==> src/design/assert_macros.svh <==
// Assertion helpers; clocked on clk, disabled while rst_n is low.
`ifndef ASSERT_MACROS_SVH
`define ASSERT_MACROS_SVH

`ifndef SYNTH

`define ASSERT_IMPLY(lbl, ante, cons, msg) \
  lbl: assert property (@(posedge clk) disable iff (!rst_n) (ante) |-> (cons)) \
    else $error(msg);

`define ASSERT_NEXT(lbl, ante, cons, msg) \
  lbl: assert property (@(posedge clk) disable iff (!rst_n) (ante) |=> (cons)) \
    else $error(msg);

`else

`define ASSERT_IMPLY(lbl, ante, cons, msg)

`define ASSERT_NEXT(lbl, ante, cons, msg)

`endif

`endif

==> src/design/cpg_pkg.sv <==
`default_nettype none

package cpg_pkg;

  localparam int unsigned CoordW  = 10;
  localparam int unsigned RadiusW = 9;
  localparam int unsigned ColorW  = 16;
  localparam int unsigned PointW  = 12;
  localparam int unsigned ErrW    = 14;
  localparam int unsigned IdxW    = 3;

  localparam int unsigned ScreenWidthDef  = 240;
  localparam int unsigned ScreenHeightDef = 240;

  localparam int unsigned ErrInit    = 3;
  localparam int unsigned ErrIncLow  = 6;
  localparam int unsigned ErrIncHigh = 10;

  localparam logic FuncStart   = 1'b0;
  localparam logic FuncAdvance = 1'b1;

  localparam logic [IdxW-1:0] PointLast = IdxW'(7);

  typedef struct packed {
    logic              func;
    logic [CoordW-1:0]  center_x;
    logic [CoordW-1:0]  center_y;
    logic [RadiusW-1:0] radius;
    logic              fill_mode;
    logic [ColorW-1:0]  pen_color;
  } cpg_in_t;

  typedef struct packed {
    logic signed [PointW-1:0] point_x;
    logic signed [PointW-1:0] point_y;
    logic                     visible;
    logic [ColorW-1:0]        point_color;
    logic                     last;
  } cpg_out_t;

endpackage

`default_nettype wire

==> src/design/circle_point_generator.sv <==
// Channel   Dir   Handshake               Beat
// in_       in    in_valid / in_ready     cpg_in_t  (start or advance)
// out_      out   out_valid / out_ready   cpg_out_t (one plotted point)
//
// An advance beat on a live circle yields eight point beats, one per cycle from the
// point register while out_ready holds high; start beats and advances on an idle
// circle yield nothing.
// The next advance is taken in the cycle its predecessor's eighth point is issued.
// rst_n (synchronous) clears the circle state and all valid flags.
// out_ready low holds the point register; in_ready then drops once a job is pending.
`default_nettype none
`include "assert_macros.svh"

module circle_point_generator #(
  parameter int unsigned SCREEN_WIDTH  = cpg_pkg::ScreenWidthDef,
  parameter int unsigned SCREEN_HEIGHT = cpg_pkg::ScreenHeightDef
) (
  input  logic              clk,
  input  logic              rst_n,
  input  logic              in_valid,
  output logic              in_ready,
  input  cpg_pkg::cpg_in_t  in_data,
  output logic              out_valid,
  input  logic              out_ready,
  output cpg_pkg::cpg_out_t out_data
);
  import cpg_pkg::*;

  localparam logic [PointW-1:0] ScrW = PointW'(SCREEN_WIDTH);
  localparam logic [PointW-1:0] ScrH = PointW'(SCREEN_HEIGHT);

  logic [CoordW-1:0] origin_x_r, origin_y_r, step_x_r, step_y_r, row_counter_r;
  logic [ErrW-1:0]   decision_error_r;
  logic              filled_r, active_r;
  logic [ColorW-1:0] latched_color_r;

  logic [CoordW-1:0] job_cx_r, job_cy_r, job_a_r, job_b_r;
  logic              job_end_r;
  logic [ColorW-1:0] job_color_r;
  logic              job_v_r;
  logic [IdxW-1:0]   job_k_r;

  logic     out_v_r;
  cpg_out_t out_r;
  cpg_out_t point_nxt;

  logic in_fire, is_start, adv_live, out_free, out_load, job_done;

  assign in_fire  = in_valid && in_ready;
  assign is_start = (in_data.func == FuncStart);
  assign adv_live = in_fire && (in_data.func == FuncAdvance) && active_r;
  assign out_free = !out_v_r || out_ready;
  assign out_load = job_v_r && out_free;
  assign job_done = out_load && (job_k_r == PointLast);
  assign in_ready = !job_v_r || job_done;

  logic                     err_neg, row_over, take_step, run_ends, ending;
  logic [CoordW:0]          x_inc;
  logic [CoordW-1:0]        row_inc, y_step;
  logic signed [CoordW+1:0] x_ext, y_ext;
  logic [ErrW-1:0]          x4, y4, err_step;

  always_comb begin
    err_neg   = decision_error_r[ErrW-1];
    x_inc     = {1'b0, step_x_r} + (CoordW+1)'(1);
    x4        = ErrW'({step_x_r, 2'b00});
    y4        = ErrW'({step_y_r, 2'b00});
    err_step  = err_neg ? decision_error_r + x4 + ErrW'(ErrIncLow)
                        : decision_error_r + ErrW'(ErrIncHigh) + x4 - y4;
    y_step    = err_neg ? step_y_r : step_y_r - CoordW'(1);
    x_ext     = $signed({1'b0, x_inc});
    y_ext     = err_neg ? $signed({2'b00, step_y_r})
                        : $signed({2'b00, step_y_r}) - (CoordW+2)'(1);
    run_ends  = x_ext > y_ext;
    row_inc   = row_counter_r + CoordW'(1);
    row_over  = row_inc > step_y_r;
    take_step = filled_r ? row_over : 1'b1;
    ending    = take_step && run_ends;
  end

  always_ff @(posedge clk) begin
    if (!rst_n) begin
      origin_x_r       <= '0;
      origin_y_r       <= '0;
      step_x_r         <= '0;
      step_y_r         <= '0;
      row_counter_r    <= '0;
      decision_error_r <= '0;
      filled_r         <= 1'b0;
      active_r         <= 1'b0;
      latched_color_r  <= '0;
    end else if (in_fire) begin
      if (is_start) begin
        origin_x_r       <= in_data.center_x;
        origin_y_r       <= in_data.center_y;
        step_x_r         <= '0;
        step_y_r         <= CoordW'(in_data.radius);
        row_counter_r    <= '0;
        decision_error_r <= ErrW'(ErrInit) - ErrW'({in_data.radius, 1'b0});
        filled_r         <= in_data.fill_mode;
        latched_color_r  <= in_data.pen_color;
        active_r         <= 1'b1;
      end else if (active_r) begin
        if (filled_r) begin
          row_counter_r <= row_over ? x_inc[CoordW-1:0] : row_inc;
        end
        if (take_step) begin
          step_x_r         <= x_inc[CoordW-1:0];
          step_y_r         <= y_step;
          decision_error_r <= err_step;
        end
        if (ending) begin
          active_r <= 1'b0;
        end
      end
    end
  end

  always_ff @(posedge clk) begin
    if (!rst_n) begin
      job_v_r <= 1'b0;
      job_k_r <= '0;
    end else if (adv_live) begin
      job_v_r <= 1'b1;
      job_k_r <= '0;
    end else if (out_load) begin
      job_k_r <= job_k_r + IdxW'(1);
      if (job_done) begin
        job_v_r <= 1'b0;
      end
    end
  end

  always_ff @(posedge clk) begin
    if (adv_live) begin
      job_cx_r    <= origin_x_r;
      job_cy_r    <= origin_y_r;
      job_a_r     <= step_x_r;
      job_b_r     <= filled_r ? row_counter_r : step_y_r;
      job_end_r   <= ending;
      job_color_r <= latched_color_r;
    end
  end

  logic              swap_ab, x_neg, y_neg;
  logic [PointW-1:0] cx, cy, dx, dy, px, py;

  always_comb begin
    unique case (job_k_r)
      3'd0: {swap_ab, x_neg, y_neg} = 3'b000;
      3'd1: {swap_ab, x_neg, y_neg} = 3'b010;
      3'd2: {swap_ab, x_neg, y_neg} = 3'b110;
      3'd3: {swap_ab, x_neg, y_neg} = 3'b111;
      3'd4: {swap_ab, x_neg, y_neg} = 3'b011;
      3'd5: {swap_ab, x_neg, y_neg} = 3'b001;
      3'd6: {swap_ab, x_neg, y_neg} = 3'b101;
      3'd7: {swap_ab, x_neg, y_neg} = 3'b100;
    endcase
    cx = PointW'(job_cx_r);
    cy = PointW'(job_cy_r);
    dx = PointW'(swap_ab ? job_b_r : job_a_r);
    dy = PointW'(swap_ab ? job_a_r : job_b_r);
    px = x_neg ? cx - dx : cx + dx;
    py = y_neg ? cy - dy : cy + dy;
    point_nxt.point_x     = $signed(px);
    point_nxt.point_y     = $signed(py);
    point_nxt.visible     = !px[PointW-1] && (px < ScrW) && !py[PointW-1] && (py < ScrH);
    point_nxt.point_color = job_color_r;
    point_nxt.last        = job_end_r && (job_k_r == PointLast);
  end

  always_ff @(posedge clk) begin
    if (!rst_n) begin
      out_v_r <= 1'b0;
    end else if (out_load) begin
      out_v_r <= 1'b1;
    end else if (out_ready) begin
      out_v_r <= 1'b0;
    end
  end

  always_ff @(posedge clk) begin
    if (out_load) begin
      out_r <= point_nxt;
    end
  end

  assign out_valid = out_v_r;
  assign out_data  = out_r;

  `ASSERT_NEXT(a_last_only_eighth, out_load && (job_k_r != PointLast), !out_r.last, "last on inner point")
  `ASSERT_IMPLY(a_neg_invisible, out_v_r && (out_r.point_x[PointW-1] || out_r.point_y[PointW-1]), !out_r.visible, "negative point visible")
  `ASSERT_NEXT(a_start_arms, in_fire && is_start, active_r, "start did not arm circle")
  `ASSERT_IMPLY(a_x_le_y, active_r, step_x_r <= step_y_r, "live circle past diagonal")
  `ASSERT_IMPLY(a_row_span, active_r && filled_r, (row_counter_r >= step_x_r) && (row_counter_r <= step_y_r), "row counter out of span")

endmodule

`default_nettype wire

==> config.mk <==
export PLATFORM = sky130hd
export DESIGN_NAME = circle_point_generator
export DESIGN_NICKNAME = d
export VERILOG_FILES = /design/src/design/cpg_pkg.sv /design/src/design/circle_point_generator.sv
export VERILOG_INCLUDE_DIRS = /design/src /design/src/design
export SDC_FILE = /design/constraint.sdc
export NUM_CORES = 1
export LEC_CHECK = 0
export BUFFER_PORTS_ARGS = -buffer_cell sky130_fd_sc_hd__buf_4
export CAP_MARGIN = 10
export CORE_MARGIN = 5
export CORE_UTILIZATION = 35
export DETAILED_ROUTE_END_ITERATION = 12
export PLACE_DENSITY = 0.52
export SLEW_MARGIN = 30
export SYNTH_ARGS = -nofsm -noshare
export SYNTH_HDL_FRONTEND = slang
export SYNTH_SLANG_ARGS = --single-unit
export TNS_END_PERCENT = 10
==> constraint.sdc <==
create_clock -name clk -period 9.5 [get_ports clk]
set_input_delay 1.9 -clock clk [delete_from_list [all_inputs] [get_ports clk]]
set_output_delay 1.9 -clock clk [all_outputs]
set_load 0.01 [all_outputs]
==> flow_metrics.tcl, run 1 <==
set metrics [dict create \
    area_growth_syn_to_layout_pct 15.3 \
    vdd_drop_max_uv 136 \
    final_min_period_over_clock_period 0.470 \
    layout_setup_ws_ns 5.04 \
    worst_r2r_endpoint "step_y_r[0]" \
    ff2ff_setup_slack_ns 5.19 \
    final_setup_violation_count 0 \
    maxCapViolCount 0 \
    critical_path.startpoint_type "input pin" \
    fin_nets 1444 \
    global_route.usage.total 0.159 \
    cts_inserted_buffers 17 \
    post_cts.repair.setup_buffers 0 \
    synthesis.area_um2 11400 \
    cts.clk_slew.worst_paths_ns 0.08 \
    synth.yosys.seq_area_share 0.416 \
    hold_violations 0 \
    period_minus_slack_ns 4.46 \
    dp_worst_setup_slack_ns 4.42 \
    power_frac_seq 0.412 \
    final_antenna_net_count 0 \
    fin_util 0.407 \
    initial_utilization 0.353 \
    fin_worst_skew_ns 0.0152 \
    dr.first_iter.drc_count 390 \
    routed_via_density 5.03 \
    remaining_drc_errors 0 \
    holdBufCountCts 0 \
    static_leakage_nw 5.29 \
    htreeDepth 4 \
    synth_flop_cell "sky130_fd_sc_hd__edfxtp_1" \
    detail_route.first_pass.iterations 5 \
    yosys_warnings 0 \
    die_w_um 191 \
    timing.setup.tns_ns 0 \
    path_type_of_the_worst_min_delay_path "flip-flop to flip-flop" \
    power_mw 2.23 \
    timing.critical_path.to_type "output port" \
    combinational_power_share 0.261 \
    clock-root-buffer "sky130_fd_sc_hd__clkbuf_16" \
    finalMaxSlewViolations 0 \
    unrepaired_setup_endpoints_after_global_routing "false" \
    cts_tree "yes" \
    chipHeight_um 191 \
    synthDistinctLibCells 73 \
    grt_max_degree 60 \
    die-area_um2 36300 \
    placeableCoreArea_um2 32400 \
    max-slew-margin-rel 0.403 \
    syn_avg_cell_area_um2 9.56 \
    yosysTopAreaCell "sky130_fd_sc_hd__edfxtp_1" \
    finalWirelength_mm 28.2 \
    detailed_place_hpwl_mm 21.3 \
    layout.cells.most_common "sky130_fd_sc_hd__nand2_1" \
    antenna-diode-count 0 \
    p_switching_mw 0.711 \
    status "finished, final reports clean" \
    worstHoldStart "job_color_r[7]" \
    pin_slew_with_the_least_headroom_to_its_limit_ns 0.873 \
    worst_hold_path.endpoint "out_data[8]" \
    synthesis.instances 1194 \
    grt_pass1_wl_mm 45.7 \
    syn-num-nets 1372 \
    via_count 8653 \
    post_cts_resize_count 0 \
    clkPwrFrac 0.327 \
    setup.worst_path.class "input pin to output port" \
    post_synth_main_area_contributors "sky130_fd_sc_hd__edfxtp_1 26%, sky130_fd_sc_hd__dfxtp_1 16%, sky130_fd_sc_hd__ha_1 12%" \
    ys_async_sr_fraction 0 \
    port_buffers 94 \
    wl_per_cell_um 16.4 \
    cellInternalPower_mw 1.52 \
    antenna_violations_before_repair 0 \
    number_of_enable_type_register_cells_in_the_synthesized_netlist 99 \
    r2r_cells 14 \
    portion_of_synthesized_cell_area_occupied_by_the_leading_cell_type 0.260 \
    timing.critical_path.arrival_ns 2.56 \
    number_of_cell_rows 66 \
    drive_gt1_frac 0.124 \
    fmax_achieved_ghz 0.224 \
    routability_congestion_estimate_from_global_placement 0.816 \
    first_global_vias 8447 \
    globalRouteOverflowTotal 0 \
    power_switching_share 0.319 \
    power_density_nw_per_um2 169 \
    crit-reg2reg-launch "row_counter_r[0]" \
    synth_seq_cells 188 \
    top_library_cells_by_usage_in_the_layout_fill_and_taps_aside "134 x sky130_fd_sc_hd__nand2_1, 111 x sky130_fd_sc_hd__ha_1, 105 x sky130_fd_sc_hd__inv_1" \
    worst_hold_path.num_cells 0 \
    final.fill_count 3275 \
    io_pins 95 \
    cts.sinks 188 \
    cp_data_required_time_ns 7.60 \
    clkLatencyLatePin_ns 0.45 \
    cts_max_path_buffers 2 \
    crit_fanout 6 \
]
Yosys cell counts (all sizes together) (4+ instances only):
cell type	number
nand2	135
ha	111
inv	110
edfxtp	99
a21oi	94
dfxtp	89
nor2	64
o21ai	55
xnor2	44
mux2i	34
nand3	34
clkbuf	33
xor2	21
a211oi	18
nor3	18
nor2b	17
fa	16
buf	13
a21o	12
a31oi	12
nand2b	12
nand4	11
o31ai	11
and3	10
o211ai	9
o21a	9
o21bai	9
o32ai	8
or3	8
or2	7
a2111oi	5
and2	5
mux2	5
nor4	5
o31a	4
o41ai	4
worst max-delay path, cell delays in order:
cell and delay (ns):
sky130_fd_sc_hd__buf_4 0.08, sky130_fd_sc_hd__nor2b_1 0.05, sky130_fd_sc_hd__o21ai_2 0.33, sky130_fd_sc_hd__buf_4 0.20
metal layers:
metal / up-vias / global-route usage / share of wire
met2: 155 / 0.267 / 0.48
met3: 30 / 0.0315 / 0.041
met5: - / 0 / 0
met4: 0 / 0.0508 / 0.023
li1: 4390 / - / -
met1: 4078 / 0.207 / 0.45
power groups by stage:
| stage | Sequential, mW | Combinational, mW | Clock [mW] |
|---|---|---|---|
| 6_report | 0.919 | 0.581 | 0.729 |
| 3_3_place_gp | 0.938 | 0.576 | 0 |
| 5_1_grt | 0.925 | 0.657 | 0.781 |
| 3_5_place_dp | 0.939 | 0.583 | 0 |
| 2_1_floorplan | 0.929 | 0.433 | 0 |
| 4_1_cts | 0.920 | 0.586 | 0.747 |
logic make-up (layout without fill, tap and decap cells):
group	Yosys count	after routing	share of synthesized area
DFF	188	188	0.416
adders and majority gates	127	127	0.150
xor gates and xnor gates	65	65	0.0499
buffers and inverters	157	242	0.0526
AOI/OAI and AO/OA	278	278	0.156
and+or+nand+nor	340	340	0.141
muxes	39	39	0.0347
worst max path at each step:
stage	endpoint	from	slack (ns)	cells past startpoint
final	in_ready	out_ready	5.04	4
after global routing	step_y_r[3]	row_counter_r[0]	4.88	15
after CTS	decision_error_r[12]	in_data[46]	4.91	6
after detailed placement	decision_error_r[12]	in_data[46]	4.42	6
after global placement	decision_error_r[12]	in_data[46]	4.47	6
after floorplan	row_counter_r[7]	out_ready	4.98	9
final cells by class:
class / count / area, um^2 / area share
Clock buffer: 19 / 443 / 0.0336
Timing Repair Buffer: 99 / 763 / 0.0580
Tap cell: 442 / 553 / 0.0420
Clock inverter: 13 / 150 / 0.0114
Sequential cell: 188 / 4760 / 0.361
Inverter: 111 / 419 / 0.0318
Multi-Input combinational cell: 849 / 6080 / 0.462
sequential cells by signal, summed over array words and instances, names as in the netlist, 13 cells and up:
signal            cells
out_data             42
decision_error_r     13
job_color_r          16
latched_color_r      16
stage by stage:
| stage | cell area [um^2] | cells | hold WS [ns] |
|---|---|---|---|
| 2_1_floorplan | 11400 | 1194 | 0.400 |
| 3_3_place_gp | 12500 | 1688 | 0.401 |
| 3_5_place_dp | 12600 | 1689 | 0.406 |
| 4_1_cts | 13200 | 1721 | 0.424 |
| 5_1_grt | 13200 | 1721 | 0.430 |
| 6_report | 13200 | 1721 | 0.420 |
Power figures use the tool's default switching activity.
==> run 2, diff against run 1 <==
==> constraint.sdc (replaced) <==
create_clock -name clk -period 4.6 [get_ports clk]
set_input_delay 0.92 -clock clk [delete_from_list [all_inputs] [get_ports clk]]
set_output_delay 0.92 -clock clk [all_outputs]
set_load 0.01 [all_outputs]
==> run 2 against run 1 <==
Via count up 0.96%; setup slack worse by 4.4 ns; count of clock-buffer cells in the layout up 1; design area up 0.30%; critical path type is now flip-flop to flip-flop; sequential share of layout area down 0.12 points.
==> flow_metrics.tcl, run 2 (synthesis gave the netlist of run 1 again) <==
set metrics [dict create \
    status "finished, final reports clean" \
    initial_utilization 0.353 \
    clock-root-buffer "sky130_fd_sc_hd__clkbuf_16" \
    crit_fanout 15 \
    globalRouteOverflowTotal 0 \
    max-slew-margin-rel 0.386 \
    hold_violations 0 \
    vdd_drop_max_uv 261 \
    fin_nets 1452 \
    routed_via_density 5.05 \
    fmax_achieved_ghz 0.254 \
    cts.sinks 188 \
    final_setup_violation_count 0 \
    chipHeight_um 191 \
    grt_pass1_wl_mm 45.9 \
    antenna_violations_before_repair 0 \
    post_cts.repair.setup_buffers 0 \
    routability_congestion_estimate_from_global_placement 0.828 \
    worstHoldStart "job_color_r[9]" \
    ff2ff_setup_slack_ns 0.66 \
    setup.worst_path.class "flip-flop to flip-flop" \
    drive_gt1_frac 0.125 \
    post_cts_resize_count 0 \
    placeableCoreArea_um2 32400 \
    timing.setup.tns_ns 0 \
    clkLatencyLatePin_ns 0.44 \
    dr.first_iter.drc_count 595 \
    die-area_um2 36300 \
    largest_register_ff_count 42 \
    cts_inserted_buffers 17 \
    final_design_area_no_fill_um2 13200 \
    top_library_cells_by_usage_in_the_layout_fill_and_taps_aside "134 x sky130_fd_sc_hd__nand2_1, 111 x sky130_fd_sc_hd__ha_1, 107 x sky130_fd_sc_hd__buf_4" \
    maxCapViolCount 0 \
    global_route.usage.total 0.159 \
    wl_per_cell_um 16.8 \
    static_leakage_nw 5.33 \
    post_dp_cell_area_um2 12600 \
    area_growth_syn_to_layout_pct 15.7 \
    cp_data_required_time_ns 4.96 \
    port_buffers 94 \
    io_pins 95 \
    die_w_um 191 \
    number_of_cell_rows 66 \
    power_mw 4.63 \
    antenna-diode-count 0 \
    timing.critical_path.arrival_ns 4.30 \
    detailed_place_hpwl_mm 21.9 \
    finished_layout_cells 1729 \
    remaining_drc_errors 0 \
    timing.critical_path.to_type "flip-flop" \
    cts_tree "yes" \
    crit-reg2reg-launch "row_counter_r[0]" \
    cts.clk_slew.worst_paths_ns 0.08 \
    detail_route.first_pass.iterations 5 \
    htreeDepth 4 \
    period_minus_slack_ns 3.94 \
    layout.cells.most_common "sky130_fd_sc_hd__nand2_1" \
    cp-startpoint "row_counter_r[0]" \
    finalWirelength_mm 29.0 \
    critical_path.startpoint_type "flip-flop" \
    place.detailed.instances 1697 \
    pin_slew_with_the_least_headroom_to_its_limit_ns 0.920 \
    cts_max_path_buffers 2 \
    first_global_vias 8352 \
    fin_worst_skew_ns 0.0175 \
    power_density_nw_per_um2 351 \
    path_type_of_the_worst_min_delay_path "flip-flop to flip-flop" \
    finalMaxSlewViolations 0 \
    holdBufCountCts 0 \
    via_count 8736 \
    hold_ws_ns 0.414 \
    unrepaired_setup_endpoints_after_global_routing "false" \
    final_antenna_net_count 0 \
    grt_max_degree 49 \
    final_min_period_over_clock_period 0.857 \
]
[run 2: final timing paths]
| check | endpoint | cells past startpoint |
|---|---|---|
| worst min-delay path | out_data[10] | 0 |
| worst max-delay path | decision_error_r[7] | 15 |
| worst max register to register | decision_error_r[7] | 15 |
| worst min register to register | out_data[10] | 0 |
[run 2: layer usage]
metal,global-route usage,routed length [um]
met5,0,0
met2,0.264,14000
met4,0.0412,473
met3,0.0249,1010
met1,0.218,13400
[run 2: cell type report]
cell class | count | area, um^2
well taps | 442 | 553
clock inverters | 12 | 156
clock buffers | 20 | 447
fillers | 3220 | 19200
multi-input cells | 849 | 6070
repair buffers | 107 | 803
flip-flops and latches | 188 | 4750
inverters | 111 | 419
[run 2: power breakdown]
part	leakage, nW	switching [mW]	internal (mW)	total [mW]
Clock	0.294	0.658	0.877	1.53
Sequential	1.61	0.0573	1.84	1.90
Combinational	3.43	0.688	0.511	1.20
[run 2: worst max-delay path, stage by stage (launching register included)]
cell,delay [ns]
sky130_fd_sc_hd__dfxtp_1,0.45
sky130_fd_sc_hd__ha_1,0.26
sky130_fd_sc_hd__and3_1,0.21
sky130_fd_sc_hd__and3_1,0.25
sky130_fd_sc_hd__nand3_1,0.11
sky130_fd_sc_hd__xnor2_1,0.16
sky130_fd_sc_hd__ha_1,0.30
sky130_fd_sc_hd__nand4_1,0.18
sky130_fd_sc_hd__or3_1,0.52
sky130_fd_sc_hd__nand2_1,0.13
sky130_fd_sc_hd__a21oi_1,0.09
sky130_fd_sc_hd__or3_1,0.55
sky130_fd_sc_hd__buf_4,0.28
sky130_fd_sc_hd__o21ai_1,0.09
sky130_fd_sc_hd__a21oi_1,0.05
sky130_fd_sc_hd__a211oi_1,0.21
[run 2: metrics by stage]
| step | setup WS (ns) | util |
|---|---|---|
| after floorplan | 1.06 | - |
| after global placement | 0.810 | 0.389 |
| after detailed placement | 0.741 | 0.389 |
| after CTS | 0.715 | 0.408 |
| after global routing | 0.384 | 0.408 |
| final | 0.659 | 0.408 |
